## config.mk

```make
export PLATFORM = sky130hd
export DESIGN_NAME = ps2_mouse_packet_decoder_top
export DESIGN_NICKNAME = d
export VERILOG_FILES = /design/src/hdl/ps2md_pkg.sv /design/src/hdl/ps2md_top.sv /design/src/hdl/ps2md_ram.sv /design/src/hdl/ps2md_front.sv /design/src/hdl/ps2md_back.sv
export SDC_FILE = /design/constraint.sdc
export NUM_CORES = 2
export LEC_CHECK = 0
export BUFFER_PORTS_ARGS = -buffer_cell sky130_fd_sc_hd__buf_2
export CAP_MARGIN = 20
export CORE_MARGIN = 5
export CORE_UTILIZATION = 34
export CTS_CLUSTER_SIZE = 25
export DETAILED_ROUTE_END_ITERATION = 6
export SLEW_MARGIN = 30
export SYNTH_ARGS = -nofsm -noshare
export SYNTH_HDL_FRONTEND = slang
export SYNTH_SLANG_ARGS = --single-unit
```

## constraint.sdc

```tcl
create_clock -name clk -period 13.3 [get_ports clk]
set_clock_uncertainty 0.15 [all_clocks]
set_input_delay 3.99 -clock clk [delete_from_list [all_inputs] [get_ports clk]]
set_output_delay 3.99 -clock clk [all_outputs]
set_load 0.1 [all_outputs]
```

## src/hdl/ps2md_pkg.sv

```systemverilog
package ps2md_pkg;

	localparam int COORD_BITS      = 12;
	localparam int POS_W           = COORD_BITS + 2;
	localparam int SIZE_W          = 13;
	localparam int REG_IDX_W       = 1;
	localparam int QUEUE_DEPTH_DEF = 32;
	localparam int CMDQ_DEPTH      = 2;
	localparam int RESET_WIDTH     = 640;
	localparam int RESET_HEIGHT    = 480;

	localparam logic [REG_IDX_W-1:0] REG_WIDTH  = 1'b0;
	localparam logic [REG_IDX_W-1:0] REG_HEIGHT = 1'b1;

	typedef logic [COORD_BITS-1:0] coord_t;

	localparam coord_t COORD_MAX = '1;

	typedef enum logic [1:0] {
		CMD_SKIP,
		CMD_BYTE,
		CMD_POLL
	} cmd_kind_t;

	typedef struct packed {
		cmd_kind_t  kind;
		logic [7:0] data;
	} cmd_t;

	typedef enum logic [1:0] {
		KIND_MOVE,
		KIND_DOWN,
		KIND_UP
	} ev_kind_t;

	typedef struct packed {
		ev_kind_t   kind;
		coord_t     x;
		coord_t     y;
		logic [2:0] button;
		logic [2:0] held;
	} ev_t;

	typedef struct packed {
		logic       ev_valid;
		ev_kind_t   ev_kind;
		coord_t     ev_x;
		coord_t     ev_y;
		logic [2:0] ev_button;
		logic [2:0] ev_held;
		coord_t     cur_x;
		coord_t     cur_y;
		logic [2:0] held;
	} result_t;

	typedef enum logic [1:0] {
		BK_IDLE,
		BK_ENQ,
		BK_POLL
	} back_state_t;

	function automatic coord_t axis_max(input logic [SIZE_W-1:0] size);
		logic [SIZE_W-1:0] m;
		begin
			m = (size == '0) ? '0 : size - 1'b1;
			if (m > {1'b0, COORD_MAX}) begin
				return COORD_MAX;
			end
			return m[COORD_BITS-1:0];
		end
	endfunction

	function automatic coord_t axis_centre(input logic [SIZE_W-1:0] size);
		logic [SIZE_W-1:0] c;
		coord_t            m;
		begin
			c = size >> 1;
			m = axis_max(size);
			if (c > {1'b0, m}) begin
				return m;
			end
			return c[COORD_BITS-1:0];
		end
	endfunction

	function automatic coord_t clamp_axis(input logic signed [POS_W-1:0] v, input coord_t m);
		begin
			if (v < 0) begin
				return '0;
			end
			if (v > $signed({2'b00, m})) begin
				return m;
			end
			return v[COORD_BITS-1:0];
		end
	endfunction

endpackage

```

## src/hdl/ps2md_top.sv

```systemverilog
// results are registered; a poll that pops an event reads the ring first, via BK_POLL
// throughput: one transaction per cycle unless the output stalls; a packet-closing byte holds
//   the back end in BK_ENQ (one ring write per event), a poll that pops an event in BK_POLL
// the event ring is a single-port-write, registered-read memory of QUEUE_DEPTH entries
// reset: screen 640x480, cursor centered, no buttons held, ring and queues empty
module ps2_mouse_packet_decoder_top #(
	parameter int QUEUE_DEPTH = ps2md_pkg::QUEUE_DEPTH_DEF
) (
	input  logic                              clk,
	input  logic                              arst_n,
	input  logic                              cfg_we,
	input  logic [ps2md_pkg::REG_IDX_W-1:0]   cfg_index,
	input  logic [ps2md_pkg::SIZE_W-1:0]      cfg_data,
	input  logic                              s_axis_tvalid,
	output logic                              s_axis_tready,
	input  logic [7:0]                        s_axis_tdata,   // data_byte
	input  logic [1:0]                        s_axis_tuser,   // action, from_aux
	output logic                              m_axis_tvalid,
	input  logic                              m_axis_tready,
	// event_x, event_y, event_button, event_buttons_held, cursor_x, cursor_y,
	// held_buttons, zero fill
	output logic [63:0]                       m_axis_tdata,
	output logic [2:0]                        m_axis_tuser    // event_valid, event_kind
);

	import ps2md_pkg::*;

	logic    cmd_valid;
	cmd_t    cmd;
	logic    cmd_pop;
	result_t res;

	ps2md_front u_front (
		.clk           (clk),
		.arst_n        (arst_n),
		.s_axis_tvalid (s_axis_tvalid),
		.s_axis_tready (s_axis_tready),
		.s_axis_tdata  (s_axis_tdata),
		.s_axis_tuser  (s_axis_tuser),
		.cmd_valid     (cmd_valid),
		.cmd           (cmd),
		.cmd_pop       (cmd_pop)
	);

	ps2md_back #(
		.QUEUE_DEPTH (QUEUE_DEPTH)
	) u_back (
		.clk       (clk),
		.arst_n    (arst_n),
		.cfg_we    (cfg_we),
		.cfg_index (cfg_index),
		.cfg_data  (cfg_data),
		.cmd_valid (cmd_valid),
		.cmd       (cmd),
		.cmd_pop   (cmd_pop),
		.res_valid (m_axis_tvalid),
		.res_ready (m_axis_tready),
		.res       (res)
	);

	assign m_axis_tdata = {7'b0, res.held, res.cur_y, res.cur_x, res.ev_held, res.ev_button,
		res.ev_y, res.ev_x};
	assign m_axis_tuser = {res.ev_kind, res.ev_valid};

	a_move_no_button: assert property (@(posedge clk) disable iff (!arst_n)
		m_axis_tvalid && res.ev_valid && res.ev_kind == KIND_MOVE |-> res.ev_button == '0)
		else $error("move event carries a button");

	a_button_onehot: assert property (@(posedge clk) disable iff (!arst_n)
		m_axis_tvalid && res.ev_valid && (res.ev_kind == KIND_DOWN || res.ev_kind == KIND_UP)
		|-> $onehot(res.ev_button))
		else $error("button event without one-hot button");

	a_down_held: assert property (@(posedge clk) disable iff (!arst_n)
		m_axis_tvalid && res.ev_valid && res.ev_kind == KIND_DOWN
		|-> (res.ev_held & res.ev_button) == res.ev_button)
		else $error("down event for a button not held");

	a_no_event_zero: assert property (@(posedge clk) disable iff (!arst_n)
		m_axis_tvalid && !res.ev_valid
		|-> res.ev_x == '0 && res.ev_y == '0 && res.ev_button == '0 && res.ev_held == '0)
		else $error("result without event has nonzero event fields");

	a_full_nonempty: assert property (@(posedge clk) disable iff (!arst_n)
		!s_axis_tready |-> cmd_valid)
		else $error("front queue refuses a transaction while empty");

endmodule

```

## src/hdl/ps2md_ram.sv

```systemverilog
module ps2md_ram #(
	parameter int WIDTH = 32,
	parameter int DEPTH = 32
) (
	input  logic                             clk,
	input  logic                             we,
	input  logic [$clog2(DEPTH)-1:0]         waddr,
	input  logic [WIDTH-1:0]                 wdata,
	input  logic                             re,
	input  logic [$clog2(DEPTH)-1:0]         raddr,
	output logic [WIDTH-1:0]                 rdata
);

	logic [WIDTH-1:0] mem_q [DEPTH];

	always_ff @(posedge clk) begin
		if (we) begin
			mem_q[waddr] <= wdata;
		end
		if (re) begin
			rdata <= mem_q[raddr];
		end
	end

endmodule

```

## src/hdl/ps2md_front.sv

```systemverilog
module ps2md_front (
	input  logic             clk,
	input  logic             arst_n,
	input  logic             s_axis_tvalid,
	output logic             s_axis_tready,
	input  logic [7:0]       s_axis_tdata,   // data_byte
	input  logic [1:0]       s_axis_tuser,   // action, from_aux
	output logic             cmd_valid,
	output ps2md_pkg::cmd_t  cmd,
	input  logic             cmd_pop
);

	import ps2md_pkg::*;

	localparam int QP_W = $clog2(CMDQ_DEPTH);
	localparam int QC_W = $clog2(CMDQ_DEPTH + 1);

	cmd_t            q_q [CMDQ_DEPTH];
	logic [QP_W-1:0] wr_q;
	logic [QP_W-1:0] rd_q;
	logic [QC_W-1:0] cnt_q;
	cmd_t            cls;
	logic            push;

	// classify the incoming transaction
	always_comb begin
		cls.data = s_axis_tdata;
		if (s_axis_tuser[0]) begin
			cls.kind = CMD_POLL;
		end else if (s_axis_tuser[1]) begin
			cls.kind = CMD_BYTE;
		end else begin
			cls.kind = CMD_SKIP;
		end
	end

	assign s_axis_tready = (cnt_q != QC_W'(CMDQ_DEPTH));
	assign push          = s_axis_tvalid && s_axis_tready;
	assign cmd_valid     = (cnt_q != '0);
	assign cmd           = q_q[rd_q];

	always_ff @(posedge clk) begin
		if (push) begin
			q_q[wr_q] <= cls;
		end
	end

	always_ff @(posedge clk or negedge arst_n) begin
		if (!arst_n) begin
			wr_q  <= '0;
			rd_q  <= '0;
			cnt_q <= '0;
		end else begin
			if (push) begin
				wr_q <= (wr_q == QP_W'(CMDQ_DEPTH - 1)) ? '0 : wr_q + 1'b1;
			end
			if (cmd_pop) begin
				rd_q <= (rd_q == QP_W'(CMDQ_DEPTH - 1)) ? '0 : rd_q + 1'b1;
			end
			if (push && !cmd_pop) begin
				cnt_q <= cnt_q + 1'b1;
			end else if (!push && cmd_pop) begin
				cnt_q <= cnt_q - 1'b1;
			end
		end
	end

endmodule

```

## src/hdl/ps2md_back.sv

```systemverilog
module ps2md_back #(
	parameter int QUEUE_DEPTH = ps2md_pkg::QUEUE_DEPTH_DEF
) (
	input  logic                              clk,
	input  logic                              arst_n,
	input  logic                              cfg_we,
	input  logic [ps2md_pkg::REG_IDX_W-1:0]   cfg_index,
	input  logic [ps2md_pkg::SIZE_W-1:0]      cfg_data,
	input  logic                              cmd_valid,
	input  ps2md_pkg::cmd_t                   cmd,
	output logic                              cmd_pop,
	output logic                              res_valid,
	input  logic                              res_ready,
	output ps2md_pkg::result_t                res
);

	import ps2md_pkg::*;

	localparam int PTR_W = $clog2(QUEUE_DEPTH);

	back_state_t       state_q;
	back_state_t       state_d;
	logic [1:0]        byte_idx_q;
	logic [7:0]        flag_q;
	logic [7:0]        xbyte_q;
	coord_t            pos_x_q;
	coord_t            pos_y_q;
	coord_t            xmax_q;
	coord_t            ymax_q;
	logic [2:0]        btn_q;
	logic [3:0]        pend_q;
	logic [PTR_W-1:0]  head_q;
	logic [PTR_W-1:0]  tail_q;
	logic [PTR_W-1:0]  head_nx;
	logic [PTR_W-1:0]  tail_nx;
	result_t           res_q;
	logic              res_valid_q;

	logic signed [8:0]       dx9;
	logic signed [8:0]       dy9;
	logic signed [POS_W-1:0] sum_x;
	logic signed [POS_W-1:0] sum_y;
	coord_t                  new_x;
	coord_t                  new_y;
	logic [2:0]              now_btn;
	logic [2:0]              changed;
	logic                    moved;
	logic                    pkt_done;
	logic                    can_out;
	logic                    empty;
	logic                    full;
	logic [3:0]              low;
	logic [3:0]              pend_rest;
	ev_t                     ev_wr;
	ev_t                     ev_rd;
	logic                    ram_we;
	logic                    ram_re;
	logic                    load_idle;
	logic                    load_poll;

	assign dx9      = {flag_q[4], xbyte_q};
	assign dy9      = {flag_q[5], cmd.data};
	assign sum_x    = $signed({2'b00, pos_x_q}) + POS_W'(dx9);
	assign sum_y    = $signed({2'b00, pos_y_q}) - POS_W'(dy9);
	assign new_x    = clamp_axis(sum_x, xmax_q);
	assign new_y    = clamp_axis(sum_y, ymax_q);
	assign now_btn  = flag_q[2:0];
	assign changed  = now_btn ^ btn_q;
	assign moved    = (dx9 != '0) || (dy9 != '0);
	assign pkt_done = (cmd.kind == CMD_BYTE) && (byte_idx_q == 2'd2) && (flag_q[7:6] == 2'b00);

	assign can_out   = !res_valid_q || res_ready;
	assign head_nx   = (head_q == PTR_W'(QUEUE_DEPTH - 1)) ? '0 : head_q + 1'b1;
	assign tail_nx   = (tail_q == PTR_W'(QUEUE_DEPTH - 1)) ? '0 : tail_q + 1'b1;
	assign empty     = (head_q == tail_q);
	assign full      = (head_nx == tail_q);
	assign low       = pend_q & (~pend_q + 4'd1);
	assign pend_rest = pend_q & ~low;

	// event written this cycle: move first, then buttons from bit 0 up
	always_comb begin
		ev_wr.x    = pos_x_q;
		ev_wr.y    = pos_y_q;
		ev_wr.held = btn_q;
		if (low[0]) begin
			ev_wr.kind   = KIND_MOVE;
			ev_wr.button = '0;
		end else begin
			ev_wr.button = low[3:1];
			ev_wr.kind   = ((btn_q & low[3:1]) != '0) ? KIND_DOWN : KIND_UP;
		end
	end

	ps2md_ram #(
		.WIDTH ($bits(ev_t)),
		.DEPTH (QUEUE_DEPTH)
	) u_ring (
		.clk   (clk),
		.we    (ram_we),
		.waddr (head_q),
		.wdata (ev_wr),
		.re    (ram_re),
		.raddr (tail_q),
		.rdata (ev_rd)
	);

	always_comb begin
		state_d = state_q;
		unique case (state_q)
			BK_IDLE: begin
				if (cmd_valid && can_out) begin
					if (cmd.kind == CMD_POLL && !empty) begin
						state_d = BK_POLL;
					end else if (pkt_done && (moved || changed != '0)) begin
						state_d = BK_ENQ;
					end
				end
			end
			BK_ENQ: begin
				if (pend_rest == '0) begin
					state_d = BK_IDLE;
				end
			end
			BK_POLL: begin
				state_d = BK_IDLE;
			end
			default: begin
				state_d = BK_IDLE;
			end
		endcase
	end

	always_comb begin
		cmd_pop   = 1'b0;
		ram_we    = 1'b0;
		ram_re    = 1'b0;
		load_idle = 1'b0;
		load_poll = 1'b0;
		unique case (state_q)
			BK_IDLE: begin
				if (cmd_valid && can_out) begin
					cmd_pop = 1'b1;
					if (cmd.kind == CMD_POLL && !empty) begin
						ram_re = 1'b1;
					end else begin
						load_idle = 1'b1;
					end
				end
			end
			BK_ENQ: begin
				ram_we = !full;
			end
			BK_POLL: begin
				load_poll = 1'b1;
			end
			default: begin
				cmd_pop = 1'b0;
			end
		endcase
	end

	always_ff @(posedge clk) begin
		if (load_idle) begin
			res_q.ev_valid  <= 1'b0;
			res_q.ev_kind   <= KIND_MOVE;
			res_q.ev_x      <= '0;
			res_q.ev_y      <= '0;
			res_q.ev_button <= '0;
			res_q.ev_held   <= '0;
			res_q.cur_x     <= pkt_done ? new_x : pos_x_q;
			res_q.cur_y     <= pkt_done ? new_y : pos_y_q;
			res_q.held      <= pkt_done ? now_btn : btn_q;
		end else if (load_poll) begin
			res_q.ev_valid  <= 1'b1;
			res_q.ev_kind   <= ev_rd.kind;
			res_q.ev_x      <= ev_rd.x;
			res_q.ev_y      <= ev_rd.y;
			res_q.ev_button <= ev_rd.button;
			res_q.ev_held   <= ev_rd.held;
			res_q.cur_x     <= pos_x_q;
			res_q.cur_y     <= pos_y_q;
			res_q.held      <= btn_q;
		end
	end

	always_ff @(posedge clk or negedge arst_n) begin
		if (!arst_n) begin
			state_q     <= BK_IDLE;
			byte_idx_q  <= '0;
			flag_q      <= '0;
			xbyte_q     <= '0;
			pos_x_q     <= axis_centre(SIZE_W'(RESET_WIDTH));
			pos_y_q     <= axis_centre(SIZE_W'(RESET_HEIGHT));
			xmax_q      <= axis_max(SIZE_W'(RESET_WIDTH));
			ymax_q      <= axis_max(SIZE_W'(RESET_HEIGHT));
			btn_q       <= '0;
			pend_q      <= '0;
			head_q      <= '0;
			tail_q      <= '0;
			res_valid_q <= 1'b0;
		end else begin
			state_q <= state_d;
			if (cfg_we) begin
				if (cfg_index == REG_WIDTH) begin
					xmax_q  <= axis_max(cfg_data);
					pos_x_q <= axis_centre(cfg_data);
				end else begin
					ymax_q  <= axis_max(cfg_data);
					pos_y_q <= axis_centre(cfg_data);
				end
			end
			if (cmd_pop && cmd.kind == CMD_BYTE) begin
				case (byte_idx_q)
					2'd0: begin
						if (cmd.data[3]) begin
							flag_q     <= cmd.data;
							byte_idx_q <= 2'd1;
						end
					end
					2'd1: begin
						xbyte_q    <= cmd.data;
						byte_idx_q <= 2'd2;
					end
					default: begin
						byte_idx_q <= 2'd0;
					end
				endcase
				if (pkt_done) begin
					pos_x_q <= new_x;
					pos_y_q <= new_y;
					btn_q   <= now_btn;
					pend_q  <= {changed, moved};
				end
			end
			if (state_q == BK_ENQ) begin
				pend_q <= pend_rest;
			end
			if (ram_we) begin
				head_q <= head_nx;
			end
			if (ram_re) begin
				tail_q <= tail_nx;
			end
			if (load_idle || load_poll) begin
				res_valid_q <= 1'b1;
			end else if (res_ready) begin
				res_valid_q <= 1'b0;
			end
		end
	end

	assign res_valid = res_valid_q;
	assign res       = res_q;

endmodule

```

==> key figures <==
Synth
  • Seq cells post-synth: 1225
  • Post-synth EDFFs: 1103
  • Mapped Area: 0.04985 mm^2
  • Cells after Synth: 2619
  • Main flop type after synthesis: edfxtp_1
  • Synthesized area per cell: 19.04 um^2
  • Yosys warns: 0
  • Sequential share of the synthesized area: 72.29%
  • Async SR Flop Fraction: 7.265%
  • Post-synth cell types: 88

Route
  • WL final: roughly 130000 um
  • DRC: 0
  • DR WL/cell: 26.70 um
  • Vias per cell: 5.379
  • Total number of vias: 25800
  • Initial drt markers: between 2000 and 3000
  • Antenna viol nets, final: 0
  • Pre-antenna DRT Iters: 5

Setup path
  • CP bufs+invs: 1
  • Max incr delay on CP: 0.61 ns
  • Startpoint types: input pin
  • Reg2reg path depth: 18
  • Crit Path Max Fanout: 13
  • Worst path slowest cell: nor3_1
  • CP endpoint kind: flop
  • Worst reg2reg setup slack: 6.90 ns
  • Critical path's top delay family: compound AO/OA/AOI/OAI gates
  • Worst path cell trace: buf_2 > nor3_1 > nand4_4 > o21bai_1 > a221oi_2 > ha_1 > a21oi_1 > o211ai_1 > o31a_1 > o31a_1 > mux2_1 > mux2_1 > nor2_1 > a211o_1
  • WP data required: 13.79 ns
  • Worst r2r dst: u_back.res[13]$_DFFE_PP_
  • CP Class: input pin to flop
  • CP arrival: 7.80 ns
  • Worst R2R Start: u_front.rd_q$_DFFE_PN0P_

Timing
  • RSZ-0062 raised after global routing: false
  • Final worst-path cycle share: between 50 and 60%
  • # setup viols final: 0
  • Final TNS setup: 0 ns
  • Final Hold Fails: 0
  • Fin crit period: 7.305 ns
  • Fmax: 0.1369 GHz
  • Relative slew slack: 34.19%
  • Slew Viols, Final: 0
  • Worst-Margin Slew: 0.9871 ns

Power
  • Peak VDD IR: 0.2840 mV
  • PwrDens: 218.3 mW/mm^2
  • Leak: 18.54 nW

Die
  • Io pins: slightly below 100
  • Die Y: just under 400 um
  • # rows: 140
  • Die X-Extent: 392.9 um
  • DIE AREA: 0.1544 mm^2
  • Core area: 0.1457 mm^2
  • Initial Util: ~34%

Global routing
  • Initial antenna violation count: 6
  • GRT busiest layer: met1
  • First-pass GRT wire length: between 150000 and 200000 um
  • Largest net degree at the start of global routing: about 100
  • Total grt overflow: 0
  • GRT Overall Usage: between 10% and 20%
  • M1 GR Usage: 24.64%
  • Vias in the first global route: 25660
  • GR Layer Usage met3: about 3.8%
  • M2 GR Usage: 24.53%

Worst hold path
  • Hold Crit Endpoint: u_back.res[30]$_SDFFE_PP0N_
  • Worst hold stages: 2
  • Hold Crit Start: u_back.res[30]$_SDFFE_PP0N_
  • Type of the most critical hold path: flop to flop

Final layout
  • Fill count: roughly 13000
  • Most common cell after layout, fill and taps aside: edfxtp_1
  • Inserted Diodes: 0
  • Most frequent cells in the layout: edfxtp_1, mux4_2, nand2_1
  • Multi-input logic area: ~0.013 mm^2
  • Finished Core Util: 39.13%
  • Sequential Area: 0.03606 mm^2
  • P&R area growth vs syn: 14.40%
  • Share of cells above drive strength 1: approximately 28%
  • Final nets: 2885

Clock network
  • Root Buffer: clkbuf_16
  • TritonCTS buffer count: 115
  • H-tree levels: 3
  • Post_cts resized: 0
  • Clock transition at the registers of the reported paths: 0.06 ns
  • CTS tree: done
  • Longest Clk Path Bufs: 3
  • Clock Latency Late Sink: 0.73 ns
  • Hold buffers post-CTS: 0
  • Postcts setup bufs: 0
  • CTS sink count: 1225

Outcome
  • Status: finished clean

Flow run
  • Max-capacitance violation count: 0

Place
  • Routability cong.: approximately 0.85
  • IO Port Bufs: 90
  • Hpwl dp: ~74000 um
layer usage:
layer / part of all wire [%] / up-vias
li1: - / 10890
met1: 44 / 13700
met2: 45 / 1043
met3: 8.7 / 172
met4: 2.3 / 0
met5: 0 / -
worst max path at each step:
stage / from / endpoint / depth (start not counted)
after floorplan: m_axis_tready / u_back.res[0]$_DFFE_PP_ / 4
after global placement: cfg_data[7] / u_back.pos_y_q[1]$_DFF_PN0_ / 14
after detailed placement: cfg_data[7] / u_back.pos_y_q[1]$_DFF_PN0_ / 14
after CTS: cfg_data[7] / u_back.pos_y_q[1]$_DFF_PN0_ / 14
after global routing: cfg_data[7] / u_back.pos_y_q[1]$_DFF_PN0_ / 15
final: cfg_data[7] / u_back.pos_y_q[1]$_DFF_PN0_ / 14
stage by stage:
stage | cells | total power (W) | hold WS (ns) | cell area, um^2 | setup WS, ns
after floorplan | 2625 | 0.008057 | 0.2998 | 49880 | 6.175
after global placement | 4575 | 0.009132 | 0.2935 | 52990 | 5.410
after detailed placement | 4579 | 0.009183 | 0.2961 | 53100 | 5.317
after CTS | 4793 | 0.01251 | 0.3048 | 56910 | 6.055
after global routing | 4797 | 0.01302 | 0.3225 | 57030 | 5.756
final | 4797 | 0.01245 | 0.3010 | 57030 | 5.995
layout make-up:
cell class | count | area share, %
clock buffer | 143 | 5.377
clock inverter | 71 | 1.312
inverter | 64 | 0.4234
multi-input combinational | 1206 | 23.31
sequential | 1225 | 63.22
tap | 1917 | 4.206
timing repair buffer | 171 | 2.150
cell families (layout without fill, tap and decap cells):
group,Yosys count,count (layout),share of synthesized area [%]
XOR/XNOR,42,42,0.7379
flip-flops,1225,1225,72.29
AO/OA/AOI/OAI,277,277,3.617
other,1,7,0.007522
adder cells (fa/ha/maj),74,74,1.882
buffers and inverters,194,449,1.639
multiplexers,394,394,16.06
AND/OR/NAND/NOR,412,412,3.775
cells in the mapped netlist (5+ instances only):
master,instances,area [um^2]
o31a_1,5,43.79
mux2i_1,29,290.3
nor3_1,21,105.1
xnor2_1,31,271.5
a211oi_1,9,67.56
buf_1,10,37.54
nand2_1,192,720.7
nand4_1,13,81.33
and2_1,9,56.30
dfstp_2,22,578.1
a21o_1,8,60.06
o211ai_1,8,60.06
buf_2,35,175.2
o21ai_1,23,115.1
edfxtp_1,1103,33120
dfxtp_1,33,660.6
nor2_1,96,360.4
o21ai_0,66,330.3
a221o_1,10,100.1
mux4_2,320,7207
clkbuf_1,75,281.5
mux2_2,41,461.7
buf_4,8,60.06
a21oi_1,76,380.4
nand2b_1,8,50.05
inv_1,61,229.0
nand3_1,20,100.1
dfrtp_1,67,1677
o21a_1,9,67.56
and3_1,12,75.07
nor2b_1,10,62.56
ha_1,71,888.4
o22ai_1,8,50.05
xor2_1,11,96.34
flip-flops by register name, indices dropped and copies added (netlist names), 2 cells and up:
name	count
u_back.btn_q	3
u_back.byte_idx_q	2
u_back.flag_q	7
u_back.head_q	5
u_back.pend_q	4
u_back.pos_x_q	12
u_back.pos_y_q	12
u_back.res	60
u_back.state_q	2
u_back.tail_q	5
u_back.u_ring.mem_q	1024
u_back.u_ring.rdata	32
u_back.xbyte_q	8
u_back.xmax_q	12
u_back.ymax_q	12
u_front.cnt_q	2
u_front.q_q	20
report_power, final:
group	internal [W]	total [W]	switching (W)
Combinational	0.00156	0.00412	0.00257
Clock	0.00187	0.00332	0.00144
Sequential	0.00470	0.00501	0.000307
worst reg2reg max path, delay by kind of cell (launching register included):
kind            cells  cell delay [ns]
compound gates      8             2.27
xor+xnor            1             0.30
fa+ha+maj           3             1.04
buf+inv             1             0.10
flops               1             0.76
mux                 2             1.09
simple gates        3             0.39
Power figures use the tool's default switching activity.
